==> src/sv/pcrs_pkg.sv <==
// Shared types, constants and tables for the peak compressor with ratio select.
package pcrs_pkg;

    localparam int CHANNELS = 2;
    localparam int ENV_AW   = (CHANNELS > 1) ? $clog2(CHANNELS) : 1;

    localparam int SAMPLE_W   = 24;
    localparam int RED_W      = 14;
    localparam int GAIN_W     = 21;
    localparam int COEFF_W    = 24;
    localparam int SEL_W      = 3;
    localparam int ENV_W      = 32;
    localparam int MUL_W      = 32;
    localparam int PROD_W     = 64;
    localparam int CFG_IDX_W  = 3;
    localparam int CFG_DATA_W = 24;
    localparam int OUT_DATA_W = 40;
    localparam int DIV_STEPS  = 30;

    localparam logic [GAIN_W-1:0]  INPUT_GAIN_RST    = 21'd57083;
    localparam logic [GAIN_W-1:0]  OUTPUT_GAIN_RST   = 21'd65536;
    localparam logic [COEFF_W-1:0] ATTACK_COEFF_RST  = 24'd75487;
    localparam logic [COEFF_W-1:0] RELEASE_COEFF_RST = 24'd874;
    localparam logic [SEL_W-1:0]   RATIO_SELECT_RST  = 3'd0;
    localparam logic               BYPASS_RST        = 1'b1;

    localparam logic [SEL_W-1:0] SEL_ALL = 3'd4;

    localparam logic [31:0] Q30_ONE    = 32'd1073741824;
    localparam logic [22:0] DB_SCALE   = 23'd6313057;
    localparam logic [23:0] DB_OFFSET  = 24'd6318457;
    localparam logic [21:0] RED_TO_EXP = 22'd2786635;
    localparam logic [22:0] K_ALL      = 23'd4387049;
    localparam logic [22:0] K_STD      = 23'd3479383;
    localparam logic [20:0] N_ALL      = 21'd1170687;
    localparam logic [20:0] N_STD      = 21'd1282264;
    localparam logic [13:0] RED_MAX    = 14'd16383;
    localparam logic [23:0] POS_MAX    = 24'd8388607;
    localparam logic [26:0] NEG_MAX    = 27'd8388608;

    typedef enum logic [CFG_IDX_W-1:0] {
        CFG_INPUT_GAIN    = 3'd0,
        CFG_OUTPUT_GAIN   = 3'd1,
        CFG_ATTACK_COEFF  = 3'd2,
        CFG_RELEASE_COEFF = 3'd3,
        CFG_RATIO_SELECT  = 3'd4,
        CFG_BYPASS        = 3'd5
    } cfg_idx_t;

    typedef enum logic [4:0] {
        ST_IDLE,
        ST_X_MUL,
        ST_X_GET,
        ST_ENV_DIF,
        ST_ENV_MUL,
        ST_ENV_UPD,
        ST_NORM,
        ST_SQ,
        ST_DB_MUL,
        ST_DB_GET,
        ST_RED_MUL,
        ST_RED_GET,
        ST_GEXP_MUL,
        ST_GEXP_GET,
        ST_EXP,
        ST_EXP_END,
        ST_Y_MUL,
        ST_Y_GET,
        ST_A_MUL,
        ST_A_GET,
        ST_DIV,
        ST_T_MUL,
        ST_T_GET,
        ST_O_MUL,
        ST_O_GET,
        ST_DONE
    } state_t;

    typedef logic [23:0][29:0] root_tab_t;

    // ratio slope (1 - 1/ratio) in Q.16
    function automatic logic [15:0] ratio_factor(input logic [SEL_W-1:0] sel);
        logic [15:0] f;
        unique case (sel)
            3'd0:    f = 16'd49152;
            3'd1:    f = 16'd57344;
            3'd2:    f = 16'd60075;
            3'd3:    f = 16'd62259;
            default: f = 16'd63351;
        endcase
        return f;
    endfunction

    function automatic logic [63:0] isqrt64(input logic [63:0] v_in);
        logic [63:0] v;
        logic [63:0] res;
        logic [63:0] bq;
        int          i;
        v   = v_in;
        res = '0;
        bq  = 64'h4000_0000_0000_0000;
        for (i = 0; i < 32; i++) begin
            if (v >= res + bq) begin
                v   = v - (res + bq);
                res = (res >> 1) + bq;
            end else begin
                res = res >> 1;
            end
            bq = bq >> 2;
        end
        return res;
    endfunction

    // 2^(-2^-k) in Q0.30 for k = 1..24, by repeated square roots from 0.5
    function automatic root_tab_t build_roots();
        root_tab_t   r;
        logic [63:0] prev;
        int          k;
        prev = isqrt64(64'd1 << 59);
        r[0] = prev[29:0];
        for (k = 1; k < 24; k++) begin
            prev = isqrt64(prev << 30);
            r[k] = prev[29:0];
        end
        return r;
    endfunction

    localparam root_tab_t ROOT_TAB = build_roots();

endpackage

==> src/sv/pcrs_mul.sv <==
// Shared 32 x 32 unsigned multiplier with a registered product.
module pcrs_mul
(
    input  logic                          clk,
    input  logic [pcrs_pkg::MUL_W-1:0]    a,
    input  logic [pcrs_pkg::MUL_W-1:0]    b,
    output logic [pcrs_pkg::PROD_W-1:0]   prod
);

    logic [pcrs_pkg::PROD_W-1:0] prod_reg;

    always_ff @(posedge clk)
    begin
        prod_reg <= pcrs_pkg::PROD_W'(a) * pcrs_pkg::PROD_W'(b);
    end

    assign prod = prod_reg;

endmodule

==> src/sv/pcrs_env_mem.sv <==
// Per-channel envelope memory with registered read and reset-cleared valid bits.
module pcrs_env_mem
(
    input  logic                          clk,
    input  logic                          rst_n,
    input  logic [pcrs_pkg::ENV_AW-1:0]   rd_addr,
    output logic [pcrs_pkg::ENV_W-1:0]    rd_data,
    input  logic                          wr_en,
    input  logic [pcrs_pkg::ENV_AW-1:0]   wr_addr,
    input  logic [pcrs_pkg::ENV_W-1:0]    wr_data
);

    logic [pcrs_pkg::ENV_W-1:0]    mem [pcrs_pkg::CHANNELS];
    logic [pcrs_pkg::CHANNELS-1:0] valid_reg;
    logic [pcrs_pkg::ENV_W-1:0]    rd_data_reg;

    always_ff @(posedge clk or negedge rst_n)
    begin
        if (!rst_n)
        begin
            valid_reg <= '0;
        end
        else if (wr_en)
        begin
            valid_reg[wr_addr] <= 1'b1;
        end
    end

    // an entry never written reads as zero
    always_ff @(posedge clk)
    begin
        if (wr_en)
        begin
            mem[wr_addr] <= wr_data;
        end
        rd_data_reg <= valid_reg[rd_addr] ? mem[rd_addr] : '0;
    end

    assign rd_data = rd_data_reg;

endmodule

==> src/sv/pcrs_div.sv <==
// Bit-serial divider forming tanh as (1 - q) / (1 + q) in Q0.30.
module pcrs_div
(
    input  logic        clk,
    input  logic        rst_n,
    input  logic        start,
    input  logic [30:0] q,
    output logic        done,
    output logic [30:0] t
);

    logic        run_reg, run_next;
    logic [4:0]  cnt_reg, cnt_next;
    logic [31:0] den_reg, den_next;
    logic [31:0] rem_reg, rem_next;
    logic [30:0] quo_reg, quo_next;

    logic [31:0] den_in;
    logic [31:0] nhi;
    logic [32:0] rem2;
    logic        ge;

    assign den_in = pcrs_pkg::Q30_ONE + 32'(q);
    assign nhi    = pcrs_pkg::Q30_ONE - 32'(q);
    assign rem2   = {rem_reg, 1'b0};
    assign ge     = rem2 >= {1'b0, den_reg};

    always_comb
    begin
        run_next = run_reg;
        cnt_next = cnt_reg;
        den_next = den_reg;
        rem_next = rem_reg;
        quo_next = quo_reg;
        if (start)
        begin
            // top quotient bit set only when q is zero
            den_next = den_in;
            rem_next = (nhi >= den_in) ? nhi - den_in : nhi;
            quo_next = {30'd0, nhi >= den_in};
            cnt_next = 5'(pcrs_pkg::DIV_STEPS);
            run_next = 1'b1;
        end
        else if (run_reg)
        begin
            if (cnt_reg != 5'd0)
            begin
                rem_next = ge ? 32'(rem2 - {1'b0, den_reg}) : rem2[31:0];
                quo_next = {quo_reg[29:0], ge};
                cnt_next = cnt_reg - 5'd1;
            end
            else
            begin
                run_next = 1'b0;
            end
        end
    end

    always_ff @(posedge clk or negedge rst_n)
    begin
        if (!rst_n)
        begin
            run_reg <= 1'b0;
            cnt_reg <= '0;
        end
        else
        begin
            run_reg <= run_next;
            cnt_reg <= cnt_next;
        end
    end

    always_ff @(posedge clk)
    begin
        den_reg <= den_next;
        rem_reg <= rem_next;
        quo_reg <= quo_next;
    end

    assign done = run_reg && (cnt_reg == 5'd0);
    assign t    = quo_reg;

endmodule

==> src/sv/peak_compressor_ratio_select.sv <==
// Top level: sequencer, configuration registers and output register of the compressor.
// Datapath: a bypassed word goes straight to the done state and the output register;
//   a processed word runs through the single shared multiplier (16 log squarings,
//   two 24-step exp2 chains that multiply only on set bits) and the 30-step divider.
// Throughput: one word at a time; the next word is accepted while a result waits.
// Reset (rst_n low, asynchronous): sequencer idle, output empty, registers at defaults,
//   envelope entries read as zero until written.
module peak_compressor_ratio_select
(
    input  logic                                clk,
    input  logic                                rst_n,
    // slave stream
    input  logic                                s_tvalid,
    output logic                                s_tready,
    input  logic [23:0]                         s_tdata,    // [23:0] sample_in
    input  logic [0:0]                          s_tuser,    // [0] channel
    // master stream
    output logic                                m_tvalid,
    input  logic                                m_tready,
    output logic [pcrs_pkg::OUT_DATA_W-1:0]     m_tdata,    // [23:0] sample_out,
                                                            // [37:24] reduction_db, [39:38] 0
    output logic [0:0]                          m_tuser,    // [0] channel_out
    // configuration writes
    input  logic                                cfg_valid,
    output logic                                cfg_ready,
    input  logic [pcrs_pkg::CFG_IDX_W-1:0]      cfg_index,
    input  logic [pcrs_pkg::CFG_DATA_W-1:0]     cfg_data
);

    // sequencer state and control
    pcrs_pkg::state_t state_reg, state_next;
    logic        m_valid_reg, m_valid_next;
    logic [4:0]  cnt_reg, cnt_next;
    logic        ph_reg, ph_next;
    logic        exp_clip_reg, exp_clip_next;

    // configuration registers
    logic [20:0] ig_reg, ig_next;
    logic [20:0] og_reg, og_next;
    logic [23:0] atk_reg, atk_next;
    logic [23:0] rel_reg, rel_next;
    logic [2:0]  sel_reg, sel_next;
    logic        byp_reg, byp_next;

    // datapath
    logic        chan_reg, chan_next;
    logic        neg_reg, neg_next;
    logic [23:0] mag_reg, mag_next;
    logic [27:0] x_reg, x_next;
    logic [31:0] env_reg, env_next;
    logic [31:0] diff_reg, diff_next;
    logic        rise_reg, rise_next;
    logic [31:0] norm_reg, norm_next;
    logic [4:0]  shift_reg, shift_next;
    logic [4:0]  p_reg, p_next;
    logic [15:0] frac_reg, frac_next;
    logic [31:0] m_reg, m_next;
    logic [23:0] over_reg, over_next;
    logic [23:0] red_reg, red_next;
    logic [13:0] red_db_reg, red_db_next;
    logic [35:0] ea_reg, ea_next;
    logic [30:0] gain_reg, gain_next;
    logic [27:0] y_reg, y_next;
    logic [30:0] t_reg, t_next;
    logic [21:0] clip_reg, clip_next;
    logic [23:0] res_sample_reg, res_sample_next;

    // output register
    logic [23:0] m_sample_reg, m_sample_next;
    logic [13:0] m_red_reg, m_red_next;
    logic        m_chan_reg, m_chan_next;

    // shared units
    logic [pcrs_pkg::MUL_W-1:0]  mul_a, mul_b;
    logic [pcrs_pkg::PROD_W-1:0] prod;
    logic [pcrs_pkg::ENV_W-1:0]  env_rd;
    logic                        env_wr_en;
    logic                        div_start;
    logic                        div_done;
    logic [30:0]                 div_t;
    logic [30:0]                 exp_res;

    logic [2:0]  sel_eff;
    logic        all_mode;
    logic [23:0] ea_frac;
    logic [11:0] ea_int;

    assign sel_eff  = (sel_reg > pcrs_pkg::SEL_ALL) ? pcrs_pkg::SEL_ALL : sel_reg;
    assign all_mode = (sel_eff == pcrs_pkg::SEL_ALL);
    assign ea_frac  = ea_reg[23:0];
    assign ea_int   = ea_reg[35:24];

    // finish exp2: integer part of the exponent as a right shift
    assign exp_res = (ea_int >= 12'd31) ? 31'd0 : 31'(m_reg >> ea_int[4:0]);

    pcrs_mul u_mul
    (
        .clk  (clk),
        .a    (mul_a),
        .b    (mul_b),
        .prod (prod)
    );

    pcrs_env_mem u_env_mem
    (
        .clk     (clk),
        .rst_n   (rst_n),
        .rd_addr (pcrs_pkg::ENV_AW'(chan_reg)),
        .rd_data (env_rd),
        .wr_en   (env_wr_en),
        .wr_addr (pcrs_pkg::ENV_AW'(chan_reg)),
        .wr_data (env_next)
    );

    pcrs_div u_div
    (
        .clk   (clk),
        .rst_n (rst_n),
        .start (div_start),
        .q     (exp_res),
        .done  (div_done),
        .t     (div_t)
    );

    always_comb
    begin
        logic [63:0] sum_v;
        logic [31:0] x32;
        logic [31:0] norm_v;
        logic [4:0]  shift_v;
        logic [4:0]  amt;
        logic        top_zero;
        logic [31:0] sq;
        logic [23:0] db;
        logic [16:0] rr;
        logic [26:0] o;

        sum_v    = '0;
        x32      = 32'(x_reg);
        norm_v   = norm_reg;
        shift_v  = shift_reg;
        amt      = 5'd1;
        top_zero = 1'b0;
        sq       = '0;
        db       = '0;
        rr       = '0;
        o        = '0;

        state_next      = state_reg;
        m_valid_next    = m_valid_reg;
        cnt_next        = cnt_reg;
        ph_next         = ph_reg;
        exp_clip_next   = exp_clip_reg;
        ig_next         = ig_reg;
        og_next         = og_reg;
        atk_next        = atk_reg;
        rel_next        = rel_reg;
        sel_next        = sel_reg;
        byp_next        = byp_reg;
        chan_next       = chan_reg;
        neg_next        = neg_reg;
        mag_next        = mag_reg;
        x_next          = x_reg;
        env_next        = env_reg;
        diff_next       = diff_reg;
        rise_next       = rise_reg;
        norm_next       = norm_reg;
        shift_next      = shift_reg;
        p_next          = p_reg;
        frac_next       = frac_reg;
        m_next          = m_reg;
        over_next       = over_reg;
        red_next        = red_reg;
        red_db_next     = red_db_reg;
        ea_next         = ea_reg;
        gain_next       = gain_reg;
        y_next          = y_reg;
        t_next          = t_reg;
        clip_next       = clip_reg;
        res_sample_next = res_sample_reg;
        m_sample_next   = m_sample_reg;
        m_red_next      = m_red_reg;
        m_chan_next     = m_chan_reg;

        mul_a     = '0;
        mul_b     = '0;
        env_wr_en = 1'b0;
        div_start = 1'b0;

        // configuration writes; indexes past the list are dropped
        if (cfg_valid)
        begin
            unique case (pcrs_pkg::cfg_idx_t'(cfg_index))
                pcrs_pkg::CFG_INPUT_GAIN:    ig_next  = cfg_data[20:0];
                pcrs_pkg::CFG_OUTPUT_GAIN:   og_next  = cfg_data[20:0];
                pcrs_pkg::CFG_ATTACK_COEFF:  atk_next = cfg_data;
                pcrs_pkg::CFG_RELEASE_COEFF: rel_next = cfg_data;
                pcrs_pkg::CFG_RATIO_SELECT:  sel_next = cfg_data[2:0];
                pcrs_pkg::CFG_BYPASS:        byp_next = cfg_data[0];
                default:                     ;
            endcase
        end

        if (m_valid_reg && m_tready)
        begin
            m_valid_next = 1'b0;
        end

        unique case (state_reg)
            pcrs_pkg::ST_IDLE:
            begin
                if (s_tvalid)
                begin
                    chan_next = s_tuser[0];
                    neg_next  = s_tdata[23];
                    mag_next  = s_tdata[23] ? (~s_tdata + 24'd1) : s_tdata;
                    if (byp_reg || (int'(s_tuser) >= pcrs_pkg::CHANNELS))
                    begin
                        // pass through untouched, envelope held
                        res_sample_next = s_tdata;
                        red_db_next     = '0;
                        state_next      = pcrs_pkg::ST_DONE;
                    end
                    else
                    begin
                        state_next = pcrs_pkg::ST_X_MUL;
                    end
                end
            end
            pcrs_pkg::ST_X_MUL:
            begin
                // envelope read issued here too, data arrives next cycle
                mul_a      = 32'(mag_reg);
                mul_b      = 32'(ig_reg);
                state_next = pcrs_pkg::ST_X_GET;
            end
            pcrs_pkg::ST_X_GET:
            begin
                sum_v      = prod + 64'd32768;
                x_next     = sum_v[43:16];
                env_next   = env_rd;
                state_next = pcrs_pkg::ST_ENV_DIF;
            end
            pcrs_pkg::ST_ENV_DIF:
            begin
                rise_next  = x32 > env_reg;
                diff_next  = (x32 > env_reg) ? x32 - env_reg : env_reg - x32;
                state_next = pcrs_pkg::ST_ENV_MUL;
            end
            pcrs_pkg::ST_ENV_MUL:
            begin
                mul_a      = 32'(rise_reg ? atk_reg : rel_reg);
                mul_b      = diff_reg;
                state_next = pcrs_pkg::ST_ENV_UPD;
            end
            pcrs_pkg::ST_ENV_UPD:
            begin
                // write back the new envelope; one item in flight, no overlap
                sum_v      = prod + (64'd1 << 23);
                env_next   = rise_reg ? env_reg + sum_v[55:24] : env_reg - sum_v[55:24];
                env_wr_en  = 1'b1;
                norm_next  = env_next;
                shift_next = '0;
                cnt_next   = '0;
                if (env_next == '0)
                begin
                    red_next    = '0;
                    red_db_next = '0;
                    state_next  = pcrs_pkg::ST_GEXP_MUL;
                end
                else
                begin
                    state_next = pcrs_pkg::ST_NORM;
                end
            end
            pcrs_pkg::ST_NORM:
            begin
                // leading-one search: 16, 8, 4, 2, 1 bit steps
                unique case (cnt_reg[2:0])
                    3'd0:
                    begin
                        top_zero = norm_reg[31:16] == '0;
                        amt      = 5'd16;
                    end
                    3'd1:
                    begin
                        top_zero = norm_reg[31:24] == '0;
                        amt      = 5'd8;
                    end
                    3'd2:
                    begin
                        top_zero = norm_reg[31:28] == '0;
                        amt      = 5'd4;
                    end
                    3'd3:
                    begin
                        top_zero = norm_reg[31:30] == '0;
                        amt      = 5'd2;
                    end
                    default:
                    begin
                        top_zero = !norm_reg[31];
                        amt      = 5'd1;
                    end
                endcase
                if (top_zero)
                begin
                    norm_v  = norm_reg << amt;
                    shift_v = shift_reg + amt;
                end
                norm_next  = norm_v;
                shift_next = shift_v;
                if (cnt_reg == 5'd4)
                begin
                    p_next     = 5'd31 - shift_v;
                    m_next     = {1'b0, norm_v[31:1]};
                    frac_next  = '0;
                    cnt_next   = '0;
                    ph_next    = 1'b0;
                    state_next = pcrs_pkg::ST_SQ;
                end
                else
                begin
                    cnt_next = cnt_reg + 5'd1;
                end
            end
            pcrs_pkg::ST_SQ:
            begin
                // one log2 fraction bit per squaring of the Q1.30 mantissa
                if (!ph_reg)
                begin
                    mul_a   = m_reg;
                    mul_b   = m_reg;
                    ph_next = 1'b1;
                end
                else
                begin
                    sq        = prod[61:30];
                    m_next    = sq[31] ? {1'b0, sq[31:1]} : sq;
                    frac_next = {frac_reg[14:0], sq[31]};
                    ph_next   = 1'b0;
                    if (cnt_reg == 5'd15)
                    begin
                        state_next = pcrs_pkg::ST_DB_MUL;
                    end
                    else
                    begin
                        cnt_next = cnt_reg + 5'd1;
                    end
                end
            end
            pcrs_pkg::ST_DB_MUL:
            begin
                mul_a      = 32'({p_reg, frac_reg});
                mul_b      = 32'(pcrs_pkg::DB_SCALE);
                state_next = pcrs_pkg::ST_DB_GET;
            end
            pcrs_pkg::ST_DB_GET:
            begin
                db         = prod[43:20];
                over_next  = (db > pcrs_pkg::DB_OFFSET) ? db - pcrs_pkg::DB_OFFSET : '0;
                state_next = pcrs_pkg::ST_RED_MUL;
            end
            pcrs_pkg::ST_RED_MUL:
            begin
                mul_a      = 32'(over_reg);
                mul_b      = 32'(pcrs_pkg::ratio_factor(sel_eff));
                state_next = pcrs_pkg::ST_RED_GET;
            end
            pcrs_pkg::ST_RED_GET:
            begin
                sum_v       = prod + 64'd32768;
                red_next    = sum_v[39:16];
                rr          = 17'(sum_v[39:24]) + 17'(sum_v[23]);
                red_db_next = (rr > 17'(pcrs_pkg::RED_MAX)) ? pcrs_pkg::RED_MAX : rr[13:0];
                state_next  = pcrs_pkg::ST_GEXP_MUL;
            end
            pcrs_pkg::ST_GEXP_MUL:
            begin
                mul_a      = 32'(red_reg);
                mul_b      = 32'(pcrs_pkg::RED_TO_EXP);
                state_next = pcrs_pkg::ST_GEXP_GET;
            end
            pcrs_pkg::ST_GEXP_GET:
            begin
                ea_next       = 36'(prod[45:16]);
                m_next        = pcrs_pkg::Q30_ONE;
                cnt_next      = '0;
                ph_next       = 1'b0;
                exp_clip_next = 1'b0;
                state_next    = pcrs_pkg::ST_EXP;
            end
            pcrs_pkg::ST_EXP:
            begin
                // multiply by 2^(-2^-k) for each set fraction bit, skip clear ones
                if (!ph_reg)
                begin
                    if (ea_frac[5'd23 - cnt_reg])
                    begin
                        mul_a   = m_reg;
                        mul_b   = 32'(pcrs_pkg::ROOT_TAB[cnt_reg]);
                        ph_next = 1'b1;
                    end
                    else if (cnt_reg == 5'd23)
                    begin
                        state_next = pcrs_pkg::ST_EXP_END;
                    end
                    else
                    begin
                        cnt_next = cnt_reg + 5'd1;
                    end
                end
                else
                begin
                    sum_v   = prod + (64'd1 << 29);
                    m_next  = sum_v[61:30];
                    ph_next = 1'b0;
                    if (cnt_reg == 5'd23)
                    begin
                        state_next = pcrs_pkg::ST_EXP_END;
                    end
                    else
                    begin
                        cnt_next = cnt_reg + 5'd1;
                    end
                end
            end
            pcrs_pkg::ST_EXP_END:
            begin
                if (exp_clip_reg)
                begin
                    div_start  = 1'b1;
                    state_next = pcrs_pkg::ST_DIV;
                end
                else
                begin
                    gain_next  = exp_res;
                    state_next = pcrs_pkg::ST_Y_MUL;
                end
            end
            pcrs_pkg::ST_Y_MUL:
            begin
                mul_a      = 32'(x_reg);
                mul_b      = 32'(gain_reg);
                state_next = pcrs_pkg::ST_Y_GET;
            end
            pcrs_pkg::ST_Y_GET:
            begin
                sum_v      = prod + (64'd1 << 29);
                y_next     = sum_v[57:30];
                state_next = pcrs_pkg::ST_A_MUL;
            end
            pcrs_pkg::ST_A_MUL:
            begin
                mul_a      = 32'(y_reg);
                mul_b      = 32'(all_mode ? pcrs_pkg::K_ALL : pcrs_pkg::K_STD);
                state_next = pcrs_pkg::ST_A_GET;
            end
            pcrs_pkg::ST_A_GET:
            begin
                sum_v         = prod + 64'd32768;
                ea_next       = sum_v[51:16];
                m_next        = pcrs_pkg::Q30_ONE;
                cnt_next      = '0;
                ph_next       = 1'b0;
                exp_clip_next = 1'b1;
                state_next    = pcrs_pkg::ST_EXP;
            end
            pcrs_pkg::ST_DIV:
            begin
                if (div_done)
                begin
                    t_next     = div_t;
                    state_next = pcrs_pkg::ST_T_MUL;
                end
            end
            pcrs_pkg::ST_T_MUL:
            begin
                mul_a      = 32'(t_reg);
                mul_b      = 32'(all_mode ? pcrs_pkg::N_ALL : pcrs_pkg::N_STD);
                state_next = pcrs_pkg::ST_T_GET;
            end
            pcrs_pkg::ST_T_GET:
            begin
                sum_v      = prod + (64'd1 << 29);
                clip_next  = sum_v[51:30];
                state_next = pcrs_pkg::ST_O_MUL;
            end
            pcrs_pkg::ST_O_MUL:
            begin
                mul_a      = 32'(clip_reg);
                mul_b      = 32'(og_reg);
                state_next = pcrs_pkg::ST_O_GET;
            end
            pcrs_pkg::ST_O_GET:
            begin
                // saturate the magnitude, then restore the sign
                sum_v = prod + 64'd32768;
                o     = sum_v[42:16];
                if (neg_reg)
                begin
                    res_sample_next = (o > pcrs_pkg::NEG_MAX) ? 24'h800000
                                                              : (~o[23:0] + 24'd1);
                end
                else
                begin
                    res_sample_next = (o > 27'(pcrs_pkg::POS_MAX)) ? pcrs_pkg::POS_MAX
                                                                   : o[23:0];
                end
                state_next = pcrs_pkg::ST_DONE;
            end
            pcrs_pkg::ST_DONE:
            begin
                // hold until the output register is free
                if (!m_valid_reg || m_tready)
                begin
                    m_valid_next  = 1'b1;
                    m_sample_next = res_sample_reg;
                    m_red_next    = red_db_reg;
                    m_chan_next   = chan_reg;
                    state_next    = pcrs_pkg::ST_IDLE;
                end
            end
            default:
            begin
                state_next = pcrs_pkg::ST_IDLE;
            end
        endcase
    end

    always_ff @(posedge clk or negedge rst_n)
    begin
        if (!rst_n)
        begin
            state_reg    <= pcrs_pkg::ST_IDLE;
            m_valid_reg  <= 1'b0;
            cnt_reg      <= '0;
            ph_reg       <= 1'b0;
            exp_clip_reg <= 1'b0;
            ig_reg       <= pcrs_pkg::INPUT_GAIN_RST;
            og_reg       <= pcrs_pkg::OUTPUT_GAIN_RST;
            atk_reg      <= pcrs_pkg::ATTACK_COEFF_RST;
            rel_reg      <= pcrs_pkg::RELEASE_COEFF_RST;
            sel_reg      <= pcrs_pkg::RATIO_SELECT_RST;
            byp_reg      <= pcrs_pkg::BYPASS_RST;
        end
        else
        begin
            state_reg    <= state_next;
            m_valid_reg  <= m_valid_next;
            cnt_reg      <= cnt_next;
            ph_reg       <= ph_next;
            exp_clip_reg <= exp_clip_next;
            ig_reg       <= ig_next;
            og_reg       <= og_next;
            atk_reg      <= atk_next;
            rel_reg      <= rel_next;
            sel_reg      <= sel_next;
            byp_reg      <= byp_next;
        end
    end

    always_ff @(posedge clk)
    begin
        chan_reg       <= chan_next;
        neg_reg        <= neg_next;
        mag_reg        <= mag_next;
        x_reg          <= x_next;
        env_reg        <= env_next;
        diff_reg       <= diff_next;
        rise_reg       <= rise_next;
        norm_reg       <= norm_next;
        shift_reg      <= shift_next;
        p_reg          <= p_next;
        frac_reg       <= frac_next;
        m_reg          <= m_next;
        over_reg       <= over_next;
        red_reg        <= red_next;
        red_db_reg     <= red_db_next;
        ea_reg         <= ea_next;
        gain_reg       <= gain_next;
        y_reg          <= y_next;
        t_reg          <= t_next;
        clip_reg       <= clip_next;
        res_sample_reg <= res_sample_next;
        m_sample_reg   <= m_sample_next;
        m_red_reg      <= m_red_next;
        m_chan_reg     <= m_chan_next;
    end

    assign s_tready  = (state_reg == pcrs_pkg::ST_IDLE);
    assign cfg_ready = 1'b1;
    assign m_tvalid  = m_valid_reg;
    assign m_tdata   = {2'b00, m_red_reg, m_sample_reg};
    assign m_tuser   = m_chan_reg;

endmodule

==> config.mk <==
export PLATFORM = sky130hd
export DESIGN_NAME = peak_compressor_ratio_select
export DESIGN_NICKNAME = d
export VERILOG_FILES = /design/src/sv/pcrs_pkg.sv /design/src/sv/pcrs_mul.sv /design/src/sv/pcrs_env_mem.sv /design/src/sv/pcrs_div.sv /design/src/sv/peak_compressor_ratio_select.sv
export SDC_FILE = /design/constraint.sdc
export NUM_CORES = 2
export LEC_CHECK = 0
export ABC_AREA = 1
export BUFFER_PORTS_ARGS = -buffer_cell sky130_fd_sc_hd__buf_2
export CORE_MARGIN = 10
export CORE_UTILIZATION = 47
export CTS_BUF_LIST = sky130_fd_sc_hd__clkbuf_16
export DETAILED_ROUTE_END_ITERATION = 8
export GPL_TIMING_DRIVEN = 0
export SLEW_MARGIN = 20
export SYNTH_ARGS = -nofsm -noshare
export SYNTH_HDL_FRONTEND = slang
export SYNTH_SLANG_ARGS = --single-unit
==> constraint.sdc <==
create_clock -name clk -period 19.5 [get_ports clk]
set_input_delay 1.95 -clock clk [delete_from_list [all_inputs] [get_ports clk]]
set_output_delay 1.95 -clock clk [all_outputs]
set_load 0.03 [all_outputs]
# ---- Word level (Yosys, flattened, before mapping)
# Memory sizes are Yosys's and may differ from the RTL's. A register that Yosys moved wholly into a read port is not among the register bits.
# Cells that the tools add are included.
dict set report totals {
  wordCells 294
  memories 2
  register_bits 754
  mem_bits_rw 64
  in_bits 57
  romBits 960
}
dict set report classes {
  reduce_logical 52
  eq_ne 52
  n_mul 1
  addsub 20
  bitwise_logic 4
  shifts 2
  magnitude_cmp 13
  n_mux 103
}
# name depth width rd rd_clocked_by_memory_dff wr line
set mem_list {}
lappend mem_list {{(no name shown)} 32 30 1 0 0 peak_compressor_ratio_select.sv:401} ;# mul_b = 32'(pcrs_pkg::ROOT_TAB[cnt_reg]);
lappend mem_list {u_env_mem.mem 2 32 1 1 1 pcrs_env_mem.sv:13} ;# logic [pcrs_pkg::ENV_W-1:0] mem [pcrs_pkg::CHANNELS];
# cell count
set ops {}
lappend ops {{$pmux 32 s11} 2}
lappend ops {{$mux 32} 14}
lappend ops {{$mux 24} 7}
lappend ops {{$pmux 32 s2} 2}
lappend ops {{$pmux 32 s4} 1}
lappend ops {{$pmux 5 s25} 1}
lappend ops {{$mux 5} 22}
lappend ops {{$pmux 24 s2} 2}
lappend ops {{$sub 32x32->32} 3}
lappend ops {{$mux 30} 3}
lappend ops {{$pmux 36 s2} 1}
lappend ops {{$add 62x30->62 const B} 1}
lappend ops {{$mul 32x32->62} 1}
lappend ops {{$mux 31} 2}
lappend ops {{$add 56x24->56 const B} 1}
lappend ops {{$mux 14} 4}
lappend ops {{$pmux 14 s4} 1}
lappend ops {{$eq 5x5->1 const B} 11}
lappend ops {{$add 52x16->52 const B} 1}
lappend ops {{$add 24x1->24 const B} 2}
lappend ops {{$not 24->24} 2}
lappend ops {{$mux 23} 2}
lappend ops {{$eq 5x4->1 const B} 9}
lappend ops {{$pmux 14 s3} 1}
lappend ops {{68 further kinds} 151}

# ---- Logic depth before layout (Yosys ltp)
dict set report logic_depth {
  depth_word 7
  mapped_depth 51
}

# ---- By module
# Synthesis repeated with hierarchy kept, for this count alone.
dict set report hier_totals {
  hier_cells 12064
  hier_area_um2 90951.0
}
# mod area_per_inst_um2 n_inst cells_per_inst
set by_module_without_submodules {}
lappend by_module_without_submodules {peak_compressor_ratio_select 39828.2 1 5136}
lappend by_module_without_submodules {pcrs_mul 37712.4 1 5085}
lappend by_module_without_submodules {pcrs_div 10045.9 1 1565}
lappend by_module_without_submodules {pcrs_env_mem 3364.5 1 278}

# ---- Least setup slack after synthesis
# Ideal clock, no wire load.
dict set report synth_path {
  kind {flip-flop to flip-flop}
  start {reg cnt_reg[1]}
  end {reg u_mul.prod_reg, in the netlist u_mul.prod[52]}
  setup_ns 0.112
  path_buffers 2
  path_stages_with_launch 42
  slack_ns 11.097
  t_required_ns 19.388
  t_arrival_ns 8.291
  synth_period_minus_slack_ns 8.403
  cell_sequence {dfrtp_1 clkinv_1 nand2_1 inv_2 nand2_1 o211ai_1 a21oi_1 nand3_1 nand2_1 nand2_1 inv_1 clkbuf_1 o21ai_1 inv_1 clkbuf_1 nor2_1 fa_1 fa_1 [... 6 more ...] fa_1 inv_1 fa_1 inv_1 fa_1 inv_1 ha_1 nand2_1 nor2_1 inv_1 nor3_1 nand2_1 o21ai_1 nand2_1 o21bai_1 nand3_1 nand3_1 nand2_1}
}
dict set report synth_between {
  elab_chain_len 7
}
# item line
set synth_lines {}
lappend synth_lines {{start: declaration} peak_compressor_ratio_select.sv:33} ;# logic [4:0] cnt_reg, cnt_next;
lappend synth_lines {{start signal: assignment} peak_compressor_ratio_select.sv:551} ;# cnt_reg <= cnt_next;
lappend synth_lines {{$sub 5x5->5} peak_compressor_ratio_select.sv:398} ;# if (ea_frac[5'd23 - cnt_reg])
lappend synth_lines {{$bmux 1 s5} peak_compressor_ratio_select.sv:398}
lappend synth_lines {{$mux 1 (not written as such)} peak_compressor_ratio_select.sv:398}
lappend synth_lines {{$mux 32 / $mux 30 (equally long branches)} peak_compressor_ratio_select.sv:398}
lappend synth_lines {{$mux 32 / $mux 30 (equally long branches)} peak_compressor_ratio_select.sv:396} ;# if (!ph_reg)
lappend synth_lines {{$pmux 32 s11} peak_compressor_ratio_select.sv:209} ;# unique case (state_reg)
lappend synth_lines {{$mul 32x32->62 (*)} pcrs_mul.sv:14} ;# prod_reg <= pcrs_pkg::PROD_W'(a) * pcrs_pkg::PROD_W'(b);
lappend synth_lines {{end signal: assignment} pcrs_mul.sv:14}
lappend synth_lines {{end: declaration} pcrs_mul.sv:10} ;# logic [pcrs_pkg::PROD_W-1:0] prod_reg;
# Mark *: on every way between the ends. The rest lies on a longest branch, timed or not. The select of a mux whose other input is x is not followed.
# A chain may end at the register's enable or synchronous reset.

# ---- Final worst setup path
dict set report layout_path {
  start {reg cnt_reg[1]}
  end {reg u_mul.prod_reg, in the netlist u_mul.prod[53]}
}
# The elaborated chain is that of the path after synthesis.

==> impl.org <==
** Run status
- The flow ran to the end, but the final reports show violations.
- The final reports fail on design-rule violations.

** Timing
- Across the routed clock network, the largest skew measured is between 0.04 and 0.05 ns.
- Fmax :: just under 0.08 GHz
- After routing, the total negative slack on setup checks comes to 0 ns.
- Final hold violations :: 0
- Measured against its own limit, the worst slew margin works out to under 10%.
- Max-slew violations :: 0
- Setup violations remaining at the end of the flow were counted as 0.
- Part of the cycle the worst path needs :: roughly 67%
- For the pin with the worst max-slew slack, the measured transition is between 1 and 1.5 ns.
- Unrepaired setup endpoints after global routing :: no
- The clock period could shrink to 13.00 ns.

** Synthesis
- Per-instance average area after synthesis :: slightly below 8 µm²
- Most instantiated flip-flop cell in the synthesis netlist :: sky130_fd_sc_hd__edfxtp_1
- Synth async-reset ratio :: between 10% and 20%
- The synthesized design contains 835 register bits.
- For this run, the register share of the synthesized area comes to 26.9%.
- For this run, the number of Yosys warnings is 0.
- After synthesis, the largest area contributor takes up roughly a fifth of total cell area.
- By area the synthesized netlist is led by sky130_fd_sc_hd__fa_1 21%, sky130_fd_sc_hd__edfxtp_1 20%, sky130_fd_sc_hd__nand2_1 12%.
- The largest total area in the synthesized netlist belongs to sky130_fd_sc_hd__fa_1.
- The mapped netlist covers ~86000 µm².
- After technology mapping, the gate count stands at around 11k.
- Post-synth cell types :: 77
- Yosys mapped a number of flops with a built-in enable equal to around 580.

** Drt
- Detailed routing placed a total of around 180000 µm of wire on met2.
- DR vias :: between 80k and 90k
- Wire length after detailed routing :: roughly 420000 µm
- Count of routing violations after the opening detailed-route iteration :: slightly above 10k
- Met1 wire length :: ~150000 µm
- Highest metal layer with signal wires :: met5
- # DRC :: 1
- Wirelength per Cell :: between 30 and 40 µm
- Wire segments on met3 add up to approximately 38000 µm in the final route.
- Count of antenna-violating nets left after detailed routing :: 0
- Number of iterations in the first detailed-routing pass :: 9
- Dividing the detail-routed via count by the number of cells gives 5.90.

** CTS
- Clock latency on the worst-skew pair, taken at its later pin, is between 0.7 and 0.8 ns.
- Post-CTS repair changed the size of 0 cells.
- Post-CTS timing repair inserted 0 buffers for setup.
- The clock passes through at most 3 buffers.
- CTS Root Cell :: sky130_fd_sc_hd__clkbuf_16
- H-tree depth :: 3
- Sinks on the clock net :: 835
- Post-CTS Hold Fix Bufs :: 0
- Register clock-pin slew on the reported worst setup and hold paths :: ~0.070 ns
- CTS buffer count :: between 80 and 90
- TritonCTS built the clock tree.

** Worst setup path
- Highest fanout seen on the critical path :: 12
- The endpoint identified for the worst register-to-register timing path is u_mul.prod[53].
- Type of the worst setup path :: flop to flop
- The slowest stage of the critical path belongs to the cell sky130_fd_sc_hd__fa_1.
- Worst R2R Setup Slack :: approximately 6.5 ns
- Startpoint of the worst-slack reg-to-reg timing path :: cnt_reg[1]
- Arr. time, crit path :: 13.65 ns
- For this run, the slowest stage of the critical path takes about 0.84 ns.
- Crit. End Element :: flop
- Crit path launch type :: flop
- Required time of the worst setup path :: around 20 ns
- Number of cells traversed by the worst register-to-register path :: 40

** Final layout
- Register Area :: between 20000 and 25000 µm²
- Share of final-layout standard cells stronger than drive strength 1 :: under 10%
- Flip-flop count of the largest register after layout :: 64
- Summing all multi-input logic gate instances after layout gives 53300 µm².
- Fin area :: between 90000 and 100000 µm²
- Leaving out fill and tap cells, the most frequent cell in the layout is sky130_fd_sc_hd__nand2_1.
- FILL cells :: around 18k
- For this run, the post-layout net count is 12.6k.
- Compared with the post-synthesis result, the final layout area differs by 8.29%.
- The library cells used most frequently in the layout, excluding fill and tap cells, are 2654 x sky130_fd_sc_hd__nand2_1, 2109 x sky130_fd_sc_hd__inv_1, 899 x sky130_fd_sc_hd__fa_1, 856 x sky130_fd_sc_hd__nor2_1.

** Floorplanning
- The floorplan step set the die height to approximately 450 µm.
- Horiz. Die Dim :: 448 µm
- CORE AREA :: ~180000 µm²
- # rows :: 157
- Pin placement for this block handled 101 I/O pins.
- The initial utilization of the core area, before any placement, comes to between 40% and 50%.
- The floorplan step defined a die boundary enclosing 201000 µm².

** Pwr
- The clock network accounts for between 10% and 20% of the total power.
- Part of the power in registers :: between 10% and 20%
- Cell internal power was estimated by the tool at approximately 5.7 mW.
- Combinational cells account for about 69% of the total power.
- The analysis attributes to cell leakage a power of approximately 46 nW.
- Summed over all nets, the switching power comes to approximately 7.3 mW.
- Power per cell area :: about 140 nW/µm²
- Switching share of power :: roughly 56%
- VDD IR max :: 0.196 mV
- Power comes to around 13 mW.

** Placement
- Port buffering added just under 100 buffers.
- Post-placement cell area :: roughly 90000 µm²
- Routability-driven placement finished with a final weighted congestion of roughly 1.1.
- Post-detail-place hpwl :: between 300000 and 400000 µm

** Global route
- Number of global-route vias before repair :: roughly 80k
- Entering global routing, the biggest net connects 64 pins.
- The first global-routing pass estimated about 580000 µm of wire.
- The total overflow left after global routing is 0.
- For this run, the total global-route usage over all layers was measured as roughly two fifths.
- Number of antenna violations at the first check in global routing :: 17

** Job
- Max cap viols :: 0

** Worst hold path
- The worst hold path terminates at m_red_reg[6].
- Counting instances, the worst hold path has a depth of 0.
- In this run the most critical hold path is launched from red_db_reg[6].
- Type of the worst min-delay path :: flop to flop
[metrics by stage]
stage          utilization, %  cells  hold slack (ns)  setup WS [ns]
3_5_place_dp             49.4  13500            0.405           7.15
6_report                 51.0  13600            0.409           6.50
3_3_place_gp             49.0  13400            0.402           5.97
2_1_floorplan               -  11000            0.400          11.10
4_1_cts                  51.0  13600            0.413           7.07
5_1_grt                  51.0  13600            0.416           6.39
[cell usage after synthesis, types with 26 or more instances]
cell type / n
sky130_fd_sc_hd__buf_1: 31
sky130_fd_sc_hd__o221ai_1: 42
sky130_fd_sc_hd__o21ai_0: 598
sky130_fd_sc_hd__a221oi_1: 35
sky130_fd_sc_hd__xnor2_1: 73
sky130_fd_sc_hd__nor2_1: 867
sky130_fd_sc_hd__buf_2: 26
sky130_fd_sc_hd__inv_1: 2088
sky130_fd_sc_hd__mux2i_1: 34
sky130_fd_sc_hd__nor3_1: 91
sky130_fd_sc_hd__ha_1: 430
sky130_fd_sc_hd__nand4_1: 114
sky130_fd_sc_hd__o21a_1: 27
sky130_fd_sc_hd__dfrtp_1: 83
sky130_fd_sc_hd__a21oi_1: 487
sky130_fd_sc_hd__nor4_1: 42
sky130_fd_sc_hd__o21ai_1: 31
sky130_fd_sc_hd__a31oi_1: 31
sky130_fd_sc_hd__edfxtp_1: 579
sky130_fd_sc_hd__o211ai_1: 49
sky130_fd_sc_hd__xor2_1: 227
sky130_fd_sc_hd__clkbuf_1: 354
sky130_fd_sc_hd__fa_1: 899
sky130_fd_sc_hd__a22o_1: 28
sky130_fd_sc_hd__nand3_1: 515
sky130_fd_sc_hd__dfxtp_1: 141
sky130_fd_sc_hd__dfstp_2: 32
sky130_fd_sc_hd__nand2_1: 2657
[per-layer routing]
| layer | GRT usage (%) | vias up |
|---|---|---|
| met3 | 7.93 | 1415 |
| li1 | - | 34900 |
| met2 | 63.5 | 4920 |
| met1 | 47.7 | 39300 |
| met5 | 0 | - |
| met4 | 37.7 | 16 |
[power groups by stage]
| stage | clock [mW] | sequential, mW | combinational [mW] |
|---|---|---|---|
| 2_1_floorplan | 0 | 2.24 | 4.86 |
| 3_3_place_gp | 0 | 2.33 | 8.54 |
| 3_5_place_dp | 0 | 2.33 | 8.56 |
| 4_1_cts | 1.73 | 2.29 | 8.69 |
| 5_1_grt | 1.80 | 2.30 | 9.43 |
| 6_report | 1.73 | 2.30 | 8.96 |
[kinds of logic after synthesis]
family	after synthesis	share of synthesized area (%)
mux	34	0.395
xor+xnor	308	3.20
simple gates	4408	21.1
buf+inv	2577	11.4
flops	835	26.9
other cells	2	0.00873
fa+ha+maj	1329	27.2
compound gates	1467	9.77
[worst max-delay path by stage]
| stage | slack, ns | to | from |
|---|---|---|---|
| CTS | 7.07 | u_mul.prod[53] | cnt_reg[1] |
| finish | 6.50 | u_mul.prod[53] | cnt_reg[1] |
| global route | 6.39 | u_mul.prod[61] | cnt_reg[1] |
| global placement | 5.97 | u_mul.prod[61] | cnt_reg[1] |
| detailed placement | 7.15 | u_mul.prod[61] | cnt_reg[1] |
| floorplan | 11.10 | u_mul.prod[52] | cnt_reg[1] |
[final cells by class]
class,count,area share [%]
clock buffers,90,2.42
inverters,2137,8.61
diodes,2,0.00537
multi-input cells,7549,57.2
plain buffers,440,1.98
repair buffers,130,1.10
flip-flops and latches,835,24.8
clock inverters,75,0.663
well taps,2385,3.20
[worst max-delay path, delay by kind of cell (launching register included)]
family	cells	cell delay, ns
buffers and inverters	12	3.24
xor gates and xnor gates	1	0.20
and+or+nand+nor	15	3.06
adders and majority gates	9	4.85
DFF	1	0.65
AOI/OAI and AO/OA	3	0.83
No activity file was read; power rests on OpenSTA's default activity.
